==> config.mk <==
export PLATFORM = sky130hd
export DESIGN_NAME = keyed_record_list
export DESIGN_NICKNAME = d
export VERILOG_FILES = /design/src/sv/krl_pkg.sv /design/src/sv/krl_ram.sv /design/src/sv/keyed_record_list.sv
export VERILOG_INCLUDE_DIRS = /design/src /design/src/sv
export SDC_FILE = /design/constraint.sdc
export NUM_CORES = 2
export LEC_CHECK = 0
export ABC_CLOCK_PERIOD_IN_PS = 24200
export CAP_MARGIN = 10
export CELL_PAD_IN_SITES_DETAIL_PLACEMENT = 2
export CELL_PAD_IN_SITES_GLOBAL_PLACEMENT = 2
export CORE_MARGIN = 5
export CORE_UTILIZATION = 57
export CTS_BUF_LIST = sky130_fd_sc_hd__clkbuf_8
export DETAILED_ROUTE_END_ITERATION = 16
export DONT_BUFFER_PORTS = 1
export PLACE_DENSITY_LB_ADDON = 0.08
export SYNTH_ARGS = -nofsm -noshare
export SYNTH_HDL_FRONTEND = slang
export SYNTH_HIERARCHICAL = 1
export SYNTH_SLANG_ARGS = --single-unit
==> constraint.sdc <==
create_clock -name clk_i -period 24.2 [get_ports clk_i]
set_input_delay 2.42 -clock clk_i [delete_from_list [all_inputs] [get_ports clk_i]]
set_output_delay 2.42 -clock clk_i [all_outputs]
set_load 0.01 [all_outputs]
==> src/sv/keyed_record_list_defines.svh <==
// ----------------------------------------------------------------------------
// keyed_record_list_defines: assertion macros
// Shared concurrent assertion forms, clocked on clk_i, disabled in reset.
// ----------------------------------------------------------------------------
`ifndef KEYED_RECORD_LIST_DEFINES_SVH
`define KEYED_RECORD_LIST_DEFINES_SVH

// property must hold at every clock edge outside reset
`define KRL_ASSERT(label, prop, msg) \
  label: assert property (@(posedge clk_i) disable iff (!rst_ni) prop) else $error(msg);

// expression must never be true outside reset
`define KRL_ASSERT_NEVER(label, expr, msg) \
  `KRL_ASSERT(label, !(expr), msg)

`endif

==> src/sv/krl_pkg.sv <==
`timescale 1ns / 1ps
// ----------------------------------------------------------------------------
// krl_pkg: keyed record list types and constants
// Transaction structs, operation codes and sequencer states.
// ----------------------------------------------------------------------------
package krl_pkg;

  localparam int CapacityDef = 16;
  localparam int KeyW        = 32;
  localparam int PayloadW    = 64;
  localparam int CountW      = 5;
  localparam int ModeW       = 2;

  typedef enum logic [ModeW-1:0] {
    MODE_APPEND = 2'd0,
    MODE_LOOKUP = 2'd1,
    MODE_REMOVE = 2'd2
  } mode_e;

  typedef enum logic [1:0] {
    ST_IDLE,
    ST_SCAN,
    ST_SHIFT
  } state_e;

  typedef struct packed {
    logic [ModeW-1:0]           mode;
    logic signed [KeyW-1:0]     record_key;
    logic [PayloadW-1:0]        record_payload;
  } req_t;

  typedef struct packed {
    logic                       success;
    logic [PayloadW-1:0]        found_payload;
    logic [CountW-1:0]          entry_count;
    logic                       is_full;
    logic                       is_empty;
  } rsp_t;

endpackage

==> src/sv/krl_ram.sv <==
`timescale 1ns / 1ps
// ----------------------------------------------------------------------------
// krl_ram: generic single write, single read RAM
// One write port and one read port, read data registered.
// ----------------------------------------------------------------------------
module krl_ram #(
  parameter int Width = 8,
  parameter int Depth = 16,
  parameter int AddrW = (Depth > 1) ? $clog2(Depth) : 1
) (
  input  logic             clk_i,
  input  logic             we_i,
  input  logic [AddrW-1:0] waddr_i,
  input  logic [Width-1:0] wdata_i,
  input  logic [AddrW-1:0] raddr_i,
  output logic [Width-1:0] rdata_o
);

  logic [Width-1:0] mem_q [Depth];
  logic [Width-1:0] rdata_q;

  always_ff @(posedge clk_i) begin
    if (we_i) begin
      mem_q[waddr_i] <= wdata_i;
    end
    rdata_q <= mem_q[raddr_i];
  end

  assign rdata_o = rdata_q;

endmodule

==> src/sv/keyed_record_list.sv <==
`timescale 1ns / 1ps
// ----------------------------------------------------------------------------
// keyed_record_list: fixed-capacity packed list of keyed records
// Append, lookup and remove over a record RAM under a small sequencer.
// ----------------------------------------------------------------------------
// Usage:
//   Drive req_i and raise start; the transaction is taken at a clock edge
//   with start high and busy low. busy stays high while an operation runs.
//   Each transaction yields one response on rsp_o, marked by done_o for
//   exactly one cycle; the receiver must take it then.
// Operation flow (accept edge to the edge that takes the response):
//   append            : written at the accept edge, a new transaction may follow at once
//   lookup            : entries are scanned in order until a key match or the count
//   remove            : scan as lookup; on a match the entries above it are moved
//                       down one place and the count lowered
// The single RAM port pair sets this pace: one entry is read per cycle,
// and during a remove each entry is read and written back one place lower.
// Reset clears the record count; record storage holds no reset value and
// entries at or beyond the count are never read out.
// ----------------------------------------------------------------------------
`include "keyed_record_list_defines.svh"

module keyed_record_list #(
  parameter int CAPACITY = krl_pkg::CapacityDef
) (
  input  logic          clk_i,
  input  logic          rst_ni,
  input  logic          start,
  output logic          busy,
  input  krl_pkg::req_t req_i,
  output logic          done_o,
  output krl_pkg::rsp_t rsp_o
);

  import krl_pkg::*;

  localparam int AW   = (CAPACITY > 1) ? $clog2(CAPACITY) : 1;
  localparam int CW   = $clog2(CAPACITY + 1);
  localparam int RecW = KeyW + PayloadW;
  localparam logic [CW-1:0] CapCnt = CW'(CAPACITY);

  state_e            state_q, state_d;
  logic [CW-1:0]     cnt_q, cnt_d;
  logic [CW-1:0]     idx_q, idx_d;
  logic              pend_q, pend_d;
  logic [KeyW-1:0]   key_q;
  logic              remove_q;
  logic              done_q;
  rsp_t              rsp_q, rsp_d;

  logic              accept;
  logic              hit;
  logic              at_end;
  logic              finish;
  logic              ok;
  logic [PayloadW-1:0] found;
  logic [CW-1:0]     wr_idx;

  logic              ram_we;
  logic [AW-1:0]     ram_waddr;
  logic [RecW-1:0]   ram_wdata;
  logic [AW-1:0]     ram_raddr;
  logic [RecW-1:0]   ram_rdata;

  krl_ram #(
    .Width (RecW),
    .Depth (CAPACITY),
    .AddrW (AW)
  ) u_ram (
    .clk_i   (clk_i),
    .we_i    (ram_we),
    .waddr_i (ram_waddr),
    .wdata_i (ram_wdata),
    .raddr_i (ram_raddr),
    .rdata_o (ram_rdata)
  );

  assign busy   = (state_q != ST_IDLE);
  assign accept = start && !busy;
  assign hit    = pend_q && (ram_rdata[RecW-1:PayloadW] == key_q);
  assign at_end = (idx_q == cnt_q);
  assign wr_idx = idx_q - CW'(2);

  // next state
  always_comb begin
    state_d = state_q;
    case (state_q)
      ST_IDLE: begin
        if (accept && (req_i.mode inside {MODE_LOOKUP, MODE_REMOVE})) begin
          state_d = ST_SCAN;
        end
      end
      ST_SCAN: begin
        if (hit) begin
          state_d = remove_q ? ST_SHIFT : ST_IDLE;
        end else if (at_end) begin
          state_d = ST_IDLE;
        end
      end
      ST_SHIFT: begin
        if (at_end) begin
          state_d = ST_IDLE;
        end
      end
      default: state_d = ST_IDLE;
    endcase
  end

  // datapath and RAM control
  always_comb begin
    cnt_d     = cnt_q;
    idx_d     = idx_q;
    pend_d    = 1'b0;
    finish    = 1'b0;
    ok        = 1'b0;
    found     = '0;
    ram_we    = 1'b0;
    ram_waddr = cnt_q[AW-1:0];
    ram_wdata = {req_i.record_key, req_i.record_payload};
    ram_raddr = idx_q[AW-1:0];
    case (state_q)
      ST_IDLE: begin
        if (accept) begin
          case (req_i.mode)
            MODE_APPEND: begin
              finish = 1'b1;
              if (cnt_q < CapCnt) begin
                ram_we = 1'b1;
                cnt_d  = cnt_q + CW'(1);
                ok     = 1'b1;
              end
            end
            MODE_LOOKUP, MODE_REMOVE: begin
              idx_d = '0;
            end
            default: finish = 1'b1;
          endcase
        end
      end
      ST_SCAN: begin
        if (hit) begin
          if (!remove_q) begin
            finish = 1'b1;
            ok     = 1'b1;
            found  = ram_rdata[PayloadW-1:0];
          end
        end else if (at_end) begin
          finish = 1'b1;
        end else begin
          pend_d = 1'b1;
          idx_d  = idx_q + CW'(1);
        end
      end
      ST_SHIFT: begin
        // rdata holds entry idx-1, moved down to idx-2
        if (pend_q) begin
          ram_we    = 1'b1;
          ram_waddr = wr_idx[AW-1:0];
          ram_wdata = ram_rdata;
        end
        if (at_end) begin
          finish = 1'b1;
          ok     = 1'b1;
          cnt_d  = cnt_q - CW'(1);
        end else begin
          pend_d = 1'b1;
          idx_d  = idx_q + CW'(1);
        end
      end
      default: ;
    endcase
  end

  always_comb begin
    rsp_d.success       = ok;
    rsp_d.found_payload = found;
    rsp_d.entry_count   = CountW'(cnt_d);
    rsp_d.is_full       = (cnt_d == CapCnt);
    rsp_d.is_empty      = (cnt_d == '0);
  end

  always_ff @(posedge clk_i or negedge rst_ni) begin
    if (!rst_ni) begin
      state_q <= ST_IDLE;
      cnt_q   <= '0;
      idx_q   <= '0;
      pend_q  <= 1'b0;
      done_q  <= 1'b0;
    end else begin
      state_q <= state_d;
      cnt_q   <= cnt_d;
      idx_q   <= idx_d;
      pend_q  <= pend_d;
      done_q  <= finish;
    end
  end

  always_ff @(posedge clk_i) begin
    if (accept) begin
      key_q    <= req_i.record_key;
      remove_q <= (req_i.mode == MODE_REMOVE);
    end
    if (finish) begin
      rsp_q <= rsp_d;
    end
  end

  assign done_o = done_q;
  assign rsp_o  = rsp_q;

  `KRL_ASSERT(a_count_in_range, cnt_q <= CapCnt, "record count above capacity")
  `KRL_ASSERT_NEVER(a_done_while_busy, done_o && busy, "response while still busy")
  `KRL_ASSERT_NEVER(a_full_and_empty, done_o && rsp_o.is_full && rsp_o.is_empty,
                    "full and empty reported together")
  `KRL_ASSERT(a_append_room,
              (accept && req_i.mode == MODE_APPEND && cnt_q < CapCnt) |=> (done_o && rsp_o.success),
              "append with room did not succeed")

endmodule
==> impl_metrics.tcl, run 1 <==
set metrics [dict create \
    status "did not finish" \
    haltStage "3_5_place_dp" \
    first-error "[ERROR DPL-0033] detailed placement checks failed during check placement." \
    synth_nets 3054 \
    die_h_um 350 \
    synth_cells 2942 \
    syn-cell-area_um2 65700 \
    synth_compound_area_frac 0.0251 \
    ys_ff_latch 1751 \
    synth-simple-area-share 0.0206 \
    die_w_um 350 \
    syn_area_per_cell_um2 22.3 \
    synthAdderAreaFrac 0.00209 \
    synth-main-ff-cell "edfxtp_1" \
    synth.yosys.seq_area_share 0.785 \
    io_buffers 0 \
    synth_edf_count 1641 \
    async_reset_ff_frac 0.00800 \
    place_congestion 0.742 \
    dp_hpwl_um 126000 \
    synth_cell_type_count 55 \
    synth_mux_area_frac 0.149 \
    yosysWarnings 6 \
    top_level_ports 175 \
    synth_top_family_by_area "multiplexers" \
    synth_xor_area_frac 0.00507 \
    rows 124 \
    start_util 0.575 \
]
## logic make-up after synthesis
group | after synthesis
flip-flops | 1751
adder cells (fa/ha/maj) | 11
buffers and inverters | 169
multiplexers | 485
AND/OR/NAND/NOR | 268
XOR/XNOR | 38
AO/OA/AOI/OAI | 220
## synthesized netlist by cell type (7+ instances only)
library cell  instances  area (µm²)
mux4_2              384        8650
and2_1               67         419
edfxtp_1           1641       49300
ha_1                 11         138
a22oi_1             193        1450
nand3_1              14        70.1
nand2b_1              7        43.8
nand2_1             113         424
dfxtp_1              96        1920
xnor2_1              26         228
nor3_1               10        50.1
inv_1                17        63.8
buf_6                23         259
buf_1                34         128
mux2_2               98        1100
clkbuf_1             61         229
xor2_1               12         105
dfrtp_1              14         350
buf_4                19         143
nor2_1               22        82.6
nand4_1              11        68.8
buf_2                14        70.1
## per-stage QoR
stage / cell area, µm² / instances / worst slack (ns)
3_3_place_gp: 67400 / 4357 / 17.98
2_1_floorplan: 65700 / 2942 / 13.61
==> inputs of run 2 (changes only) <==
--- a/config.mk
+++ b/config.mk
@@ -8,14 +8,11 @@
 export LEC_CHECK = 0
 export ABC_CLOCK_PERIOD_IN_PS = 24200
 export CAP_MARGIN = 10
-export CELL_PAD_IN_SITES_DETAIL_PLACEMENT = 2
-export CELL_PAD_IN_SITES_GLOBAL_PLACEMENT = 2
 export CORE_MARGIN = 5
-export CORE_UTILIZATION = 57
-export CTS_BUF_LIST = sky130_fd_sc_hd__clkbuf_8
+export CORE_UTILIZATION = 40
 export DETAILED_ROUTE_END_ITERATION = 16
 export DONT_BUFFER_PORTS = 1
-export PLACE_DENSITY_LB_ADDON = 0.08
+export PLACE_DENSITY_LB_ADDON = 0.15
 export SYNTH_ARGS = -nofsm -noshare
 export SYNTH_HDL_FRONTEND = slang
 export SYNTH_HIERARCHICAL = 1
==> impl_metrics.tcl, run 2 <==
set metrics [dict create \
    cts.sinks 1751 \
    syn-cell-area_um2 65700 \
    synth_area_leaders "edfxtp_1, mux4_2, dfxtp_1" \
    drtAntennaViolNets 0 \
    yosysMostFrequentCell "edfxtp_1" \
    dp_hpwl_um 82600 \
    largest_register_ffs 1536 \
    cts_tree "done" \
    via_per_inst 5.52 \
    slowest_stage "buf_4" \
    grt_pass1_vias 31900 \
    synth_nets 3054 \
    hold_buffers 0 \
    clkPwrFrac 0.346 \
    synth_cell_type_count 55 \
    die_w_um 415 \
    fin_tns_setup_ns 0 \
    synth_compound_area_frac 0.0251 \
    core_um2 163000 \
    synth_top_cell_by_area "edfxtp_1" \
    cpPeakStageDelay_ns 0.88 \
    p_per_area_nw_per_um2 107 \
    p_total_mw 7.96 \
    critPathBufInv 4 \
    drc 0 \
    status "finished clean" \
    cp_max_fo 43 \
    place_congestion 0.735 \
    regMostFlops "u_ram/mem_q" \
    fmax_mhz 162 \
    drt_wl_total_um 156000 \
    synth-simple-area-share 0.0206 \
    syn_to_final_growth_pct 13.0 \
    timing.critical_path.mode_cell "buf_4" \
    path_class "register to register" \
    overflow 0 \
    critical-path-top-delay-family "buffers and inverters" \
    die_h_um 415 \
    endpoint_kind "register" \
    seq_area_um2 51600 \
    ys_top_cells_by_count "edfxtp_1, mux4_2, a22oi_1, nand2_1, mux2_2" \
    synth_cells 2942 \
    relSlewSlack 0.158 \
    synth_mux_area_frac 0.149 \
    track_usage 0.181 \
    cap_viol_max_count 0 \
    cts_resized 0 \
    required_ns 24.61 \
    p_leak_nw 23.2 \
    nets 3145 \
    path_cells "inv_1, ha_1, nand2_4, buf_4, nand2_1, o21ai_0, nand2b_1, nor2_4, buf_4, buf_4" \
    setup_viol 0 \
    rows 148 \
    post_cts_buffers 0 \
    synth_top_family_by_area "multiplexers" \
    top_level_ports 175 \
    grt_pass1_wl_um 229000 \
    synth_edf_count 1641 \
    synth_xor_area_frac 0.00507 \
    fin_skew_ns 0.0398 \
    cts_buffers 181 \
    io_buffers 0 \
    tightestPinTransition_ns 1.26 \
    multiInputGateArea_um2 13400 \
    yosysWarnings 6 \
    crit_arrival_ns 6.59 \
    synthAdderAreaFrac 0.00209 \
    clkTransAtPathRegs_ns 0.06 \
    synth_top_cell_area_share 0.750 \
    start_util 0.403 \
    vdd_drop_max_mv 0.0895 \
    cts_buffer_depth 3 \
    switching_share 0.274 \
    final_common_cell "edfxtp_1" \
    p_int_mw 5.78 \
    grt_max_degree 159 \
    p_switching_mw 2.18 \
    hold_viol 0 \
    comb_power_share 0.200 \
    drtIter0Drc 2597 \
    drive_above_1_share 0.268 \
    period_minus_slack_ns 6.18 \
    dr.pass1.iters 5 \
    async_reset_ff_frac 0.00800 \
    antenna_found_initial 21 \
    num_vias 29700 \
    clock-root-buffer "clkbuf_16" \
    synth.yosys.seq_area_share 0.785 \
    fill_cells 13600 \
    synth-main-ff-cell "edfxtp_1" \
    mostFrequentLayoutCells "edfxtp_1, mux4_2, a22oi_1, clkbuf_16, nand2_1" \
    htreeDepth 4 \
    syn_area_per_cell_um2 22.3 \
    post_drt_wl_per_cell_um 29.0 \
    ys_ff_latch 1751 \
    die_area_um2 172000 \
    slew_viol_final 0 \
    pwr-share-seq 0.454 \
    min_path_type "register to register" \
    insertion_delay_ns 0.81 \
    period_share 0.255 \
    rsz0062_at_grt "no" \
    cp-start-kind "register" \
]
==> run 2: cell counts after synthesis <==
No cell type changed its count.
==> run 2: routing by layer <==
| layer | share of wire | vias up | routed length, µm | global-route usage |
|---|---|---|---|---|
| met4 | 0.022 | 8 | 3490 | 0.0453 |
| li1 | - | 12500 | - | - |
| met1 | 0.42 | 16100 | 65300 | 0.240 |
| met2 | 0.51 | 793 | 79000 | 0.307 |
| met3 | 0.054 | 252 | 8390 | 0.0387 |
| met5 | 0.00044 | - | 68 | 0 |
==> run 2: worst reg2reg max path, delay by kind of cell (launching register included) <==
family	cells	cell delay, ns
buffers and inverters	4	2.48
adders and majority gates	1	0.33
AOI/OAI and AO/OA	1	0.37
DFF	1	0.41
and+or+nand+nor	4	2.15
==> run 2: stage by stage <==
stage	utilization	setup WS [ns]	instance area, µm²	std cells	hold WS [ns]
2_1_floorplan	-	13.61	65700	2942	0.502
3_3_place_gp	0.419	17.72	68200	5025	0.507
3_5_place_dp	0.419	17.59	68200	5025	0.518
4_1_cts	0.455	17.89	74200	5364	0.532
5_1_grt	0.455	17.66	74200	5371	0.549
6_report	0.456	18.02	74200	5381	0.529
==> run 2: path summary, 6_finish.rpt <==
path	start	end	slack (ns)	depth (start not counted)
hold reg to reg	u_ram/rdata_o[3]	rsp_o[10]	0.53	1
setup / recovery	state_q[0]	u_ram/mem_q[10][9]	18.02	10
hold / removal	u_ram/rdata_o[3]	rsp_o[10]	0.53	1
max in group asynchronous	rst_ni	idx_q[0]	22.79	0
min in group asynchronous	rst_ni	pend_q	1.31	0
setup reg to reg	state_q[0]	u_ram/mem_q[10][9]	18.02	10
==> run 2: cell type report <==
type                            count  share of cell area
Antenna cell                       17            0.000573
Timing Repair Buffer               60             0.00624
Tap cell                         2175              0.0367
Clock inverter                     83              0.0110
Inverter                           17            0.000859
Clock buffer                      256              0.0697
Multi-Input combinational cell   1022               0.181
Sequential cell                  1751               0.694
==> run 2: power groups by stage <==
stage	Combinational, mW	Clock (mW)	Sequential, mW
final	1.59	2.75	3.62
after global routing	1.73	2.97	3.64
after CTS	1.64	2.83	3.63
after detailed placement	1.63	0	3.69
after global placement	1.62	0	3.69
after floorplan	1.25	0	3.61
==> run 2: kinds of logic after synthesis <==
| kind of cell | count (synthesis) |
|---|---|
| multiplexers | 485 |
| AO/OA/AOI/OAI | 220 |
| adder cells (fa/ha/maj) | 11 |
| AND/OR/NAND/NOR | 268 |
| XOR/XNOR | 38 |
| buffers and inverters | 169 |
| flip-flops | 1751 |
No activity file was read; power rests on OpenSTA's default activity.
